### src/hdl/etc_pkg.sv
`timescale 1ns / 1ps
// ----------------------------------------------------------------------------
// etc_pkg
// shared types and constants for the elapsed time comparator
// ----------------------------------------------------------------------------
package etc_pkg;

  localparam int unsigned TickW   = 32;
  localparam int unsigned ClkW    = 8;
  localparam int unsigned PreW    = 16;
  localparam int unsigned ProdW   = TickW + PreW + 1;
  localparam int unsigned LimW    = TickW + ClkW;
  localparam int unsigned AddrW   = 4;
  localparam int unsigned DataW   = 32;

  localparam logic [ClkW-1:0]  ClockMhzRst  = 8'd16;
  localparam logic [PreW-1:0]  PrescalerRst = 16'd0;
  localparam logic [TickW-1:0] ReloadRst    = 32'd65535;

  // register index, taken from paddr[3:2]
  typedef enum logic [1:0] {
    REG_CLOCK_MHZ = 2'd0,
    REG_PRESCALER = 2'd1,
    REG_RELOAD    = 2'd2,
    REG_NONE      = 2'd3
  } reg_idx_t;

  typedef enum logic [2:0] {
    S_IDLE,
    S_DIST,
    S_SUM,
    S_MUL,
    S_CMP
  } state_t;

  // commands from controller to datapath
  typedef struct packed {
    logic load;
    logic delta;
    logic sum;
    logic mul;
    logic finish;
  } cmd_t;

  // status from datapath to controller
  typedef struct packed {
    logic out_free;
  } sts_t;

endpackage

### src/hdl/etc_ctrl.sv
`timescale 1ns / 1ps
// ----------------------------------------------------------------------------
// etc_ctrl
// sequencer stepping one request through distance, sum, multiply and compare
// ----------------------------------------------------------------------------
module etc_ctrl (
  input  logic          clk,
  input  logic          rst_n,
  input  logic          in_valid,
  output logic          in_stall,
  input  etc_pkg::sts_t sts,
  output etc_pkg::cmd_t cmd
);
  import etc_pkg::*;

  state_t state_r, state_nxt;

  always_ff @(posedge clk) begin
    if (!rst_n) begin
      state_r <= S_IDLE;
    end else begin
      state_r <= state_nxt;
    end
  end

  always_comb begin
    state_nxt = state_r;
    unique case (state_r)
      S_IDLE: begin
        if (in_valid) state_nxt = S_DIST;
      end
      S_DIST: state_nxt = S_SUM;
      S_SUM:  state_nxt = S_MUL;
      S_MUL:  state_nxt = S_CMP;
      S_CMP: begin
        if (sts.out_free) state_nxt = S_IDLE;
      end
      default: state_nxt = S_IDLE;
    endcase
  end

  always_comb begin
    cmd      = '0;
    in_stall = 1'b1;
    unique case (state_r)
      S_IDLE: begin
        in_stall = 1'b0;
        cmd.load = in_valid;
      end
      S_DIST: cmd.delta = 1'b1;
      S_SUM:  cmd.sum  = 1'b1;
      S_MUL:  cmd.mul  = 1'b1;
      S_CMP:  cmd.finish = sts.out_free;
      default: cmd = '0;
    endcase
  end

  a_load_to_dist: assert property (@(posedge clk) disable iff (!rst_n)
    cmd.load |=> state_r == S_DIST)
    else $error("load not followed by distance step");

  a_finish_in_cmp: assert property (@(posedge clk) disable iff (!rst_n)
    cmd.finish |-> (state_r == S_CMP && sts.out_free))
    else $error("result written outside compare step");

  a_cmp_waits: assert property (@(posedge clk) disable iff (!rst_n)
    (state_r == S_CMP && !sts.out_free) |=> state_r == S_CMP)
    else $error("compare step left while output slot busy");

endmodule

### src/hdl/etc_dp.sv
`timescale 1ns / 1ps
// ----------------------------------------------------------------------------
// etc_dp
// tick accumulation, scaling and threshold compare with output register
// ----------------------------------------------------------------------------
module etc_dp (
  input  logic                       clk,
  input  logic                       rst_n,
  input  etc_pkg::cmd_t              cmd,
  output etc_pkg::sts_t              sts,
  input  logic [etc_pkg::ClkW-1:0]   clock_mhz,
  input  logic [etc_pkg::PreW-1:0]   prescaler,
  input  logic [etc_pkg::TickW-1:0]  reload_value,
  input  logic [etc_pkg::TickW-1:0]  in_counter_sample,
  input  logic                       in_restart,
  input  logic [etc_pkg::TickW-1:0]  in_target_us,
  output logic                       out_valid,
  input  logic                       out_stall,
  output logic                       out_reached
);
  import etc_pkg::*;

  logic [TickW-1:0] smp_r, tgt_r, dist_r, dist_nxt;
  logic             rst_flag_r;
  logic [TickW-1:0] acc_r, acc_nxt, ref_r, ref_nxt;
  logic [ProdW-1:0] prod_r;
  logic [LimW-1:0]  lim_r;
  logic             out_valid_r, out_valid_nxt, out_reached_r;
  logic [TickW:0]   wrap_up, wrap_diff, sum_c;
  logic [PreW:0]    pre_p1;
  logic [ClkW-1:0]  div_c;
  logic             reached_c;

  // input capture
  always_ff @(posedge clk) begin
    if (cmd.load) begin
      smp_r      <= in_counter_sample;
      rst_flag_r <= in_restart;
      tgt_r      <= in_target_us;
    end
  end

  // wrap-aware distance, clamped at zero and at the tick limit
  always_comb begin
    wrap_up   = {1'b0, reload_value} + {{TickW{1'b0}}, 1'b1} + {1'b0, smp_r};
    wrap_diff = wrap_up - {1'b0, ref_r};
    if (smp_r >= ref_r) begin
      dist_nxt = smp_r - ref_r;
    end else if (wrap_up <= {1'b0, ref_r}) begin
      dist_nxt = '0;
    end else if (wrap_diff[TickW]) begin
      dist_nxt = '1;
    end else begin
      dist_nxt = wrap_diff[TickW-1:0];
    end
  end

  always_ff @(posedge clk) begin
    if (cmd.delta) dist_r <= dist_nxt;
  end

  // saturating accumulate, restart and reached clear
  assign sum_c     = {1'b0, acc_r} + {1'b0, dist_r};
  assign reached_c = !rst_flag_r && (prod_r >= {{(ProdW-LimW){1'b0}}, lim_r});

  always_comb begin
    acc_nxt = acc_r;
    ref_nxt = ref_r;
    if (cmd.sum) begin
      ref_nxt = smp_r;
      if (rst_flag_r) begin
        acc_nxt = '0;
      end else if (sum_c[TickW]) begin
        acc_nxt = '1;
      end else begin
        acc_nxt = sum_c[TickW-1:0];
      end
    end else if (cmd.finish && reached_c) begin
      acc_nxt = '0;
    end
  end

  always_ff @(posedge clk) begin
    if (!rst_n) begin
      acc_r <= '0;
      ref_r <= '0;
    end else begin
      acc_r <= acc_nxt;
      ref_r <= ref_nxt;
    end
  end

  // ticks*(pre+1) against target*clock_mhz replaces the division
  assign pre_p1 = {1'b0, prescaler} + {{PreW{1'b0}}, 1'b1};
  assign div_c  = (clock_mhz == '0) ? {{(ClkW-1){1'b0}}, 1'b1} : clock_mhz;

  always_ff @(posedge clk) begin
    if (cmd.mul) begin
      prod_r <= ProdW'(acc_r) * ProdW'(pre_p1);
      lim_r  <= LimW'(tgt_r) * LimW'(div_c);
    end
  end

  // output register
  assign sts.out_free = !out_valid_r || !out_stall;

  always_comb begin
    out_valid_nxt = out_valid_r;
    if (out_valid_r && !out_stall) out_valid_nxt = 1'b0;
    if (cmd.finish) out_valid_nxt = 1'b1;
  end

  always_ff @(posedge clk) begin
    if (!rst_n) begin
      out_valid_r <= 1'b0;
    end else begin
      out_valid_r <= out_valid_nxt;
    end
  end

  always_ff @(posedge clk) begin
    if (cmd.finish) out_reached_r <= reached_c;
  end

  assign out_valid   = out_valid_r;
  assign out_reached = out_reached_r;

  a_restart_not_reached: assert property (@(posedge clk) disable iff (!rst_n)
    (cmd.finish && rst_flag_r) |=> !out_reached_r)
    else $error("restart reported as reached");

  a_reached_clears: assert property (@(posedge clk) disable iff (!rst_n)
    (cmd.finish && reached_c) |=> acc_r == '0)
    else $error("total not cleared after reached");

  a_finish_slot_free: assert property (@(posedge clk) disable iff (!rst_n)
    cmd.finish |-> (!out_valid_r || !out_stall))
    else $error("result overwrote a pending one");

endmodule

### src/hdl/elapsed_time_comparator_core.sv
`timescale 1ns / 1ps
// ----------------------------------------------------------------------------
// elapsed_time_comparator_core
// non-blocking delay check on sampled free-running timer counter values
// ----------------------------------------------------------------------------
// usage
//   input channel (in_valid / in_stall): one request carries a counter sample,
//   a restart flag and a target delay in microseconds. a restart takes the
//   sample as reference and answers not reached; otherwise the wrap-aware
//   distance is added to a saturating tick total and compared against target.
//   result channel (out_valid / out_stall): one reached bit per request.
//   config port: apb-style, clock_mhz at 0x0, prescaler at 0x4, reload at 0x8,
//   write only while idle; pready is tied high, reads return the registers.
//   timing: a request is taken in idle, then the four-step sequencer runs
//   distance, sum, multiply and compare; the result is written in compare and
//   the next request can be taken in the cycle after that, so the block takes
//   no new request while one is in its steps. the output register lets a new
//   request start while a result still waits; a stalled receiver holds the
//   sequencer in compare only if the slot is still full at that point.
//   reset: tick total and reference clear, registers return to 16 / 0 / 65535.
// ----------------------------------------------------------------------------
module elapsed_time_comparator_core (
  input  logic                       clk,
  input  logic                       rst_n,
  // config port
  input  logic                       psel,
  input  logic                       penable,
  input  logic                       pwrite,
  input  logic [etc_pkg::AddrW-1:0]  paddr,
  input  logic [etc_pkg::DataW-1:0]  pwdata,
  output logic [etc_pkg::DataW-1:0]  prdata,
  output logic                       pready,
  // request input
  input  logic                       in_valid,
  output logic                       in_stall,
  input  logic [etc_pkg::TickW-1:0]  in_counter_sample,
  input  logic                       in_restart,
  input  logic [etc_pkg::TickW-1:0]  in_target_us,
  // result output
  output logic                       out_valid,
  input  logic                       out_stall,
  output logic                       out_reached
);
  import etc_pkg::*;

  logic [ClkW-1:0]  clock_mhz_r;
  logic [PreW-1:0]  prescaler_r;
  logic [TickW-1:0] reload_r;
  reg_idx_t         reg_idx;
  logic             cfg_wr;
  cmd_t             cmd;
  sts_t             sts;

  // register decode, byte offset bits ignored
  assign reg_idx = reg_idx_t'(paddr[3:2]);
  assign cfg_wr  = psel && penable && pwrite && pready;
  assign pready  = 1'b1;

  always_ff @(posedge clk) begin
    if (!rst_n) begin
      clock_mhz_r <= ClockMhzRst;
      prescaler_r <= PrescalerRst;
      reload_r    <= ReloadRst;
    end else if (cfg_wr) begin
      unique case (reg_idx)
        REG_CLOCK_MHZ: clock_mhz_r <= pwdata[ClkW-1:0];
        REG_PRESCALER: prescaler_r <= pwdata[PreW-1:0];
        REG_RELOAD:    reload_r    <= pwdata[TickW-1:0];
        default: ;
      endcase
    end
  end

  // read mux
  always_comb begin
    unique case (reg_idx)
      REG_CLOCK_MHZ: prdata = {{(DataW-ClkW){1'b0}}, clock_mhz_r};
      REG_PRESCALER: prdata = {{(DataW-PreW){1'b0}}, prescaler_r};
      REG_RELOAD:    prdata = reload_r;
      default:       prdata = '0;
    endcase
  end

  // sequencer
  etc_ctrl u_ctrl (
    .clk      (clk),
    .rst_n    (rst_n),
    .in_valid (in_valid),
    .in_stall (in_stall),
    .sts      (sts),
    .cmd      (cmd)
  );

  // arithmetic and result register
  etc_dp u_dp (
    .clk               (clk),
    .rst_n             (rst_n),
    .cmd               (cmd),
    .sts               (sts),
    .clock_mhz         (clock_mhz_r),
    .prescaler         (prescaler_r),
    .reload_value      (reload_r),
    .in_counter_sample (in_counter_sample),
    .in_restart        (in_restart),
    .in_target_us      (in_target_us),
    .out_valid         (out_valid),
    .out_stall         (out_stall),
    .out_reached       (out_reached)
  );

endmodule

### config.mk
export PLATFORM = sky130hd
export DESIGN_NAME = elapsed_time_comparator_core
export DESIGN_NICKNAME = d
export VERILOG_FILES = /design/src/hdl/etc_pkg.sv /design/src/hdl/etc_ctrl.sv /design/src/hdl/etc_dp.sv /design/src/hdl/elapsed_time_comparator_core.sv
export SDC_FILE = /design/constraint.sdc
export NUM_CORES = 2
export LEC_CHECK = 0
export ABC_AREA = 1
export BUFFER_PORTS_ARGS = -buffer_cell sky130_fd_sc_hd__buf_4
export CORE_ASPECT_RATIO = 0.7
export CORE_MARGIN = 5
export CORE_UTILIZATION = 65
export DETAILED_ROUTE_END_ITERATION = 10
export GPL_TIMING_DRIVEN = 0
export PLACE_DENSITY = 0.83
export SLEW_MARGIN = 15
export SYNTH_ARGS = -nofsm -noshare
export SYNTH_HDL_FRONTEND = slang
export SYNTH_SLANG_ARGS = --single-unit
export TNS_END_PERCENT = 10
### constraint.sdc
create_clock -name clk -period 8 [get_ports clk]
set_input_delay 0.4 -clock clk [delete_from_list [all_inputs] [get_ports clk]]
set_output_delay 0.4 -clock clk [all_outputs]
set_load 0.03 [all_outputs]
* Word-level counts from Yosys, hierarchy flattened
Index checks and enable logic that the tools add are counted.
** Storage, ports and cells
- Flip-flop bits (word level) :: 311
- Bits of input ports :: 108
- Output and inout bits :: 36
** Operators by class
- Add/subtract/negate cells :: 6
- $mul :: 2
- $lt $le $gt $ge :: 3
- Equal/unequal tests :: 8
- Multiplexer cells :: 20
- Reduce and logical (&&, ||, !) cells :: 18
** Operators by type and width (number)
- 2-to-1 mux 32 bit :: 7
- case mux 32 bit (3 select lines) :: 1
- >= comparator 49 x 40 -> 1 bit :: 1
- multiplier 32 x 17 -> 49 bit :: 1
- multiplier 32 x 8 -> 40 bit :: 1
- adder 32 x 1 -> 33 bit (second input constant) :: 1
- adder 32 x 32 -> 33 bit :: 1
- adder 33 x 32 -> 33 bit :: 1
- <= comparator 33 x 32 -> 1 bit :: 1
- subtractor 33 x 32 -> 33 bit :: 1
- >= comparator 32 bit :: 1
- subtractor 32 bit :: 1
- adder 16 x 1 -> 17 bit (second input constant) :: 1
- case mux 3 bit (5 select lines) :: 1
- zero test 8 bit :: 1
- 2-to-1 mux 1 bit :: 8
- 2-to-1 mux 8 bit :: 1
- AND reduction 2 bit :: 4
- equality test 3 x 2 -> 1 bit (second input constant) :: 2
- 2-to-1 mux 3 bit :: 2
- logical AND 1 bit :: 5
- nonzero test 2 bit :: 2
- equality test 3 x 1 -> 1 bit (second input constant) :: 1
- equality test 3 bit (second input constant) :: 1
- other kinds (8) :: 10

* Logic depth before layout (Yosys ltp)
- Depth after elaboration :: 6
- Mapped depth :: 42
- Mapped depth without buffers :: 41

* Modules after synthesis
From an unflattened synthesis, not the netlist that was laid out.
** Second synthesis, totals
- Cells, all modules :: 6477
- Area, all modules :: 47415.5 um^2
** Modules (own cells, without submodules)
- etc_dp :: times used 1, cells an instance 6027, area each 44611.5 um^2
- elapsed_time_comparator_core :: times used 1, cells an instance 424, area each 2643.8 um^2
- etc_ctrl :: times used 1, cells an instance 26, area each 160.2 um^2

* Worst setup path before layout
OpenSTA, ideal clock, no wires.
- Kind :: flip-flop to flip-flop
- From :: reg prescaler_r[0]
- To :: reg u_dp.prod_r[47] (data pin)
- Arrival :: 6.086 ns
- Required time :: 7.747 ns
- Setup slack :: 1.661 ns
- Stages on the path, launching flop included :: 31
- Path buffers :: 2
- Clock period less this slack :: 6.339 ns
- Cell sequence :: dfxtp_1 -> ha_1 -> nand2_1 -> nor2_4 -> nand2_2 -> nor2_2 -> nand2_1 -> o21ai_0 -> nand2_1 -> inv_1 -> buf_2 -> buf_2 -> nand2_1 -> fa_1 -> fa_1 -> fa_1 -> inv_1 -> fa_1 -> fa_1 -> inv_1 -> fa_1 -> inv_1 -> ha_1 -> nand2_1 -> nor2_1 -> nand2_1 -> nor2_1 -> nand3_1 -> or2_2 -> nand4_1 -> nand2_1
** Between the ends
- Word-level cells in the longest chain between the ends :: 2
** RTL lines
- start, declared :: line elapsed_time_comparator_core.sv:47 : logic [PreW-1:0] prescaler_r;
- start signal, assigned :: line elapsed_time_comparator_core.sv:62 : prescaler_r <= PrescalerRst;
- start signal, assigned :: line elapsed_time_comparator_core.sv:67 : REG_PRESCALER: prescaler_r <= pwdata[PreW-1:0];
- adder 16 x 1 -> 17 bit :: line etc_dp.sv:94 : assign pre_p1 = {1'b0, prescaler} + {{PreW{1'b0}}, 1'b1};
- multiplier 32 x 17 -> 49 bit :: line etc_dp.sv:99 : prod_r <= ProdW'(acc_r) * ProdW'(pre_p1);
- end signal, assigned :: line etc_dp.sv:99
- end, declared :: line etc_dp.sv:26 : logic [ProdW-1:0] prod_r;
No other way between the ends.
A chain may end at the register's enable or synchronous reset.

* Worst setup path in the final report
- From :: reg prescaler_r[1]
- To :: reg u_dp.prod_r[35] (data pin)
Same word-level chain as after synthesis.

==> summary.txt <==
Critical path
  – R2R setup slack: between 200 and 250 ps
  – RR Endpoint: u_dp.prod_r[35]
  – CP arrival: a little over 8000 ps
  – Top cell by count, worst path: inv_1
  – Worst r2r src: prescaler_r[1]
  – Kind of critical path: register to register
  – Worst path max stage delay: around 630 ps
  – CP Buf/Inv Count: 9
  – CP Data Required Time: around 8500 ps
  – Crit path from: prescaler_r[1]
  – CP startpoint kind: register
  – Critical Path Stages: 28
  – Highest net fanout along the worst path: 10
  – Crit end category: register
  – Slowest-stage cell, CP: fa_1
  – Family with the most delay on the worst path: adder cells
  – Crit path to: u_dp.prod_r[35]
  – Worst reg2reg path depth: 28

Die
  – IO Pins: between 100 and 150
  – Chip width: 331 µm
  – Die area: roughly 80000 µm²
  – Row count: 82
  – Core area: just over 70000 µm²
  – Starting density of the core: between 60% and 70%
  – Die Y: approximately 240 µm

Power
  – Seq pwr share: between 30% and 40%
  – Peak VDD IR: a little under 0.2 mV
  – Sw Pwr: between 2 and 2.5 mW
  – Part of the power in combinational logic: 39.3%
  – PD cells: 113 nW/µm²
  – Int Pwr: approximately 3.5 mW
  – Leak: 25.4 nW
  – Switch share: between 30% and 40%
  – Clock share of power: approximately 28%

STA
  – # setup viols final: 0
  – Slew Limit Fails: 0
  – Achievable Freq: 129 MHz
  – Worst-Margin Slew: slightly above 900 ps
  – Rel. slew slack: 38.2%
  – Post-Route Skew: 31.0 ps
  – Hold Fails Final Rpt: 0
  – RSZ-0062 raised after global routing: no
  – Post-route setup slack: around 250 ps
  – Final period util: 96.9%
  – Sum Neg Setup Slack: 0 ps
  – Period minus WS final: 7750 ps

Yosys
  – Xor-xnor portion of the synthesized cell area: 2.87%
  – Post-synthesis compound-gate area fraction: ~8.7%
  – Synth Area in Simple Gates: between 20% and 30%
  – EDFF count, synth: approximately 190
  – Cell variety after synth: between 50 and 60
  – Mapped Area: between 40000 and 50000 µm²
  – Syn_nets: ~7400
  – Adder-Cell Fraction of Synth Area: 36.3%
  – Ranking of synthesized cells by area: fa_1 (27%), nand2_1 (12%), edfxtp_1 (12%), inv_1 (11%), ha_1 (9.4%)
  – Share of the yosys chip area belonging to registers: between 10% and 20%
  – Flops & latches, synth: between 300 and 400
  – Share of the synthesized area in the top cell type: 27.0%
  – Synth Instances: about 6300
  – Mux cell area share after synthesis: 0%
  – Async set-reset flop share out of synthesis: 0%
  – Synth area leader: fa_1
  – Mean post-synth cell area: 7.47 µm²
  – Largest family of logic cells by synthesized area: adder cells
  – Top FF cell, synth: edfxtp_1
  – Yosys warns: 0

Detailed routing
  – DRT antenna net count: 0
  – Top Layer Used: met5
  – Drt pass-1 iters: 7
  – Via count: between 40000 and 50000
  – Via/cell ratio: slightly below 6
  – Routed length on met1: roughly 60 mm
  – Wirelength per Cell: 20.0 µm
  – Initial detailed-routing violation count: roughly 5600
  – # DRC: 0
  – Routed met2 length: approximately 60 mm
  – Routed met3 length: 23.9 mm
  – Overall routed net length: 150 mm

Global routing
  – All-layer global routing usage: about 38%
  – Largest net degree at the start of global routing: 30
  – First-pass GRT wire length: around 240 mm
  – Initial antenna violation count: 4
  – Vias in the first global route: ~43000
  – Remaining global-route overflow: 0

Final layout
  – Layout Nets: about 7600
  – Diodes inserted: 0
  – Fillcell total: approximately 5800
  – Syn-to-layout area delta: 9.00%
  – Share of layout cells above drive strength 1: between 5 and 6%

CTS
  – H-Tree Depth: 1
  – Root buffer cell: clkbuf_16
  – Clock sink count: a little over 300
  – Setup repair bufs after CTS: 0
  – Maximum clock path buffer count: 3
  – Worst-path clk slew: around 80 ps
  – Number of buffers created by CTS: 31
  – CTS tree: yes
  – Worst skew pair latency: ~640 ps

Place
  – Pre-CTS WS: 114 ps
  – DP HPWL: between 100 and 150 mm
  – Final Wtd Congestion: roughly 1.0
  – I/O Buffers: 139

Status
  – Outcome: finished, final reports clean

Job
  – Max-cap viol count: 0

Hold path
  – Hold Crit Class: primary input to register
per-layer routing:
metal / vias up / global-route usage [%]
met5: - / 1.40
met4: 10 / 10.2
li1: 19700 / -
met1: 20400 / 52.9
met3: 444 / 15.6
met2: 2901 / 54.8
timing repair:
item	4_1_cts	5_1_grt
hold buffers	67	0
endpoints found under the setup margin	0	23
gates resized for setup	0	20
hold endpoints to repair	67	0
area by class of cell:
| type | count | area [µm²] | share of cell area [%] |
|---|---|---|---|
| buffer | 215 | 970 | 1.89 |
| clock buffer | 36 | 826 | 1.61 |
| clock inverter | 22 | 269 | 0.525 |
| inverter | 1421 | 5340 | 10.4 |
| multi-input combinational | 4345 | 32700 | 63.7 |
| sequential | 311 | 8100 | 15.8 |
| tap | 966 | 1210 | 2.36 |
| timing repair buffer | 213 | 1880 | 3.66 |
state kept, by name, summed over array words and instances (netlist names):
register and count:
u_dp.ref_r 32, prescaler_r 16, u_dp.out_reached 1, u_dp.out_valid 1
u_dp.smp_r 32, u_ctrl.state_r 3, u_dp.prod_r 49, clock_mhz_r 8
u_dp.tgt_r 32, u_dp.rst_flag_r 1, u_dp.acc_r 32, u_dp.lim_r 40
reload_r 32, u_dp.dist_r 32
worst min path at each step:
stage / startpoint / to / cells past startpoint / slack, ps
2_1_floorplan: clock_mhz_r[0] / clock_mhz_r[0] / 2 / 440
3_3_place_gp: clock_mhz_r[0] / clock_mhz_r[0] / 2 / 470
3_5_place_dp: reload_r[26] / reload_r[26] / 2 / 470
4_1_cts: in_target_us[7] / u_dp.tgt_r[7] / 1 / 2
5_1_grt: in_target_us[7] / u_dp.tgt_r[7] / 1 / 10
6_report: pwdata[11] / reload_r[11] / 3 / 10
per-stage QoR:
step | cells | util [%] | power [mW] | cell area, µm² | hold WS [ps]
after floorplan | 6292 | - | 3.41 | 47000 | 445
after global placement | 7397 | 68.8 | 4.03 | 49300 | 469
after detailed placement | 7404 | 69.0 | 4.07 | 49400 | 474
after CTS | 7529 | 71.5 | 5.71 | 51200 | 1.50
after global routing | 7529 | 71.5 | 6.10 | 51200 | 15.0
final | 7529 | 71.5 | 5.80 | 51200 | 10.8
placed cells by master, fill, tap and decap left out, types with 6 or more instances in the layout:
cell type	count
nand4_1	71
o21a_1	14
fa_1	631
nor2_1	508
and3_1	6
dlygate4sd3_1	67
o211ai_1	8
buf_4	149
ha_1	352
o221ai_1	13
nand2_2	9
o21ai_0	220
nor3_1	47
nand2_1	1548
o21ai_1	19
clkinv_1	8
xnor2_1	50
a21o_1	25
a31oi_1	38
o21bai_1	29
inv_1	1391
buf_12	6
inv_2	22
nor4_1	14
clkbuf_16	32
nand3_1	201
xor2_1	104
buf_2	29
nor2_4	25
a21boi_0	9
nand3b_1	7
clkbuf_1	148
dfxtp_1	124
edfxtp_1	187
clkbuf_2	24
a21oi_1	350
cell families (layout without fill, tap and decap cells):
family	after synthesis	count (layout)
other cells	1	1
buf+inv	1636	1907
fa+ha+maj	985	985
simple gates	2459	2459
compound gates	746	746
xor+xnor	154	154
flops	311	311
power groups by stage:
stage                     combinational [mW]  clock, mW  sequential, mW
after floorplan                         1.52          0            1.89
after global placement                  2.11          0            1.92
after detailed placement                2.16          0            1.91
after CTS                               2.20       1.63            1.88
after global routing                    2.51       1.70            1.89
final                                   2.28       1.63            1.88
worst min-delay path: cells and delay by family:
kind	cells	cell delay, ps
buffers and inverters	1	100
AND/OR/NAND/NOR	2	120
Yosys cell counts, types with 5 or more instances:
master,number
nand2_1,1552
inv_1,1392
fa_1,633
nor2_1,511
ha_1,352
a21oi_1,350
o21ai_0,220
nand3_1,201
edfxtp_1,187
clkbuf_1,150
dfxtp_1,124
xor2_1,104
nand4_1,71
xnor2_1,50
nor3_1,47
a31oi_1,38
buf_2,31
o21bai_1,29
a21o_1,25
nor2_4,22
inv_2,21
clkbuf_2,19
o21ai_1,19
nor4_1,14
o21a_1,14
o221ai_1,13
a21boi_0,9
buf_4,9
o211ai_1,8
clkinv_1,7
nand3b_1,7
and3_1,6
nand2_2,5
or2_1,5
Power figures use the tool's default switching activity.
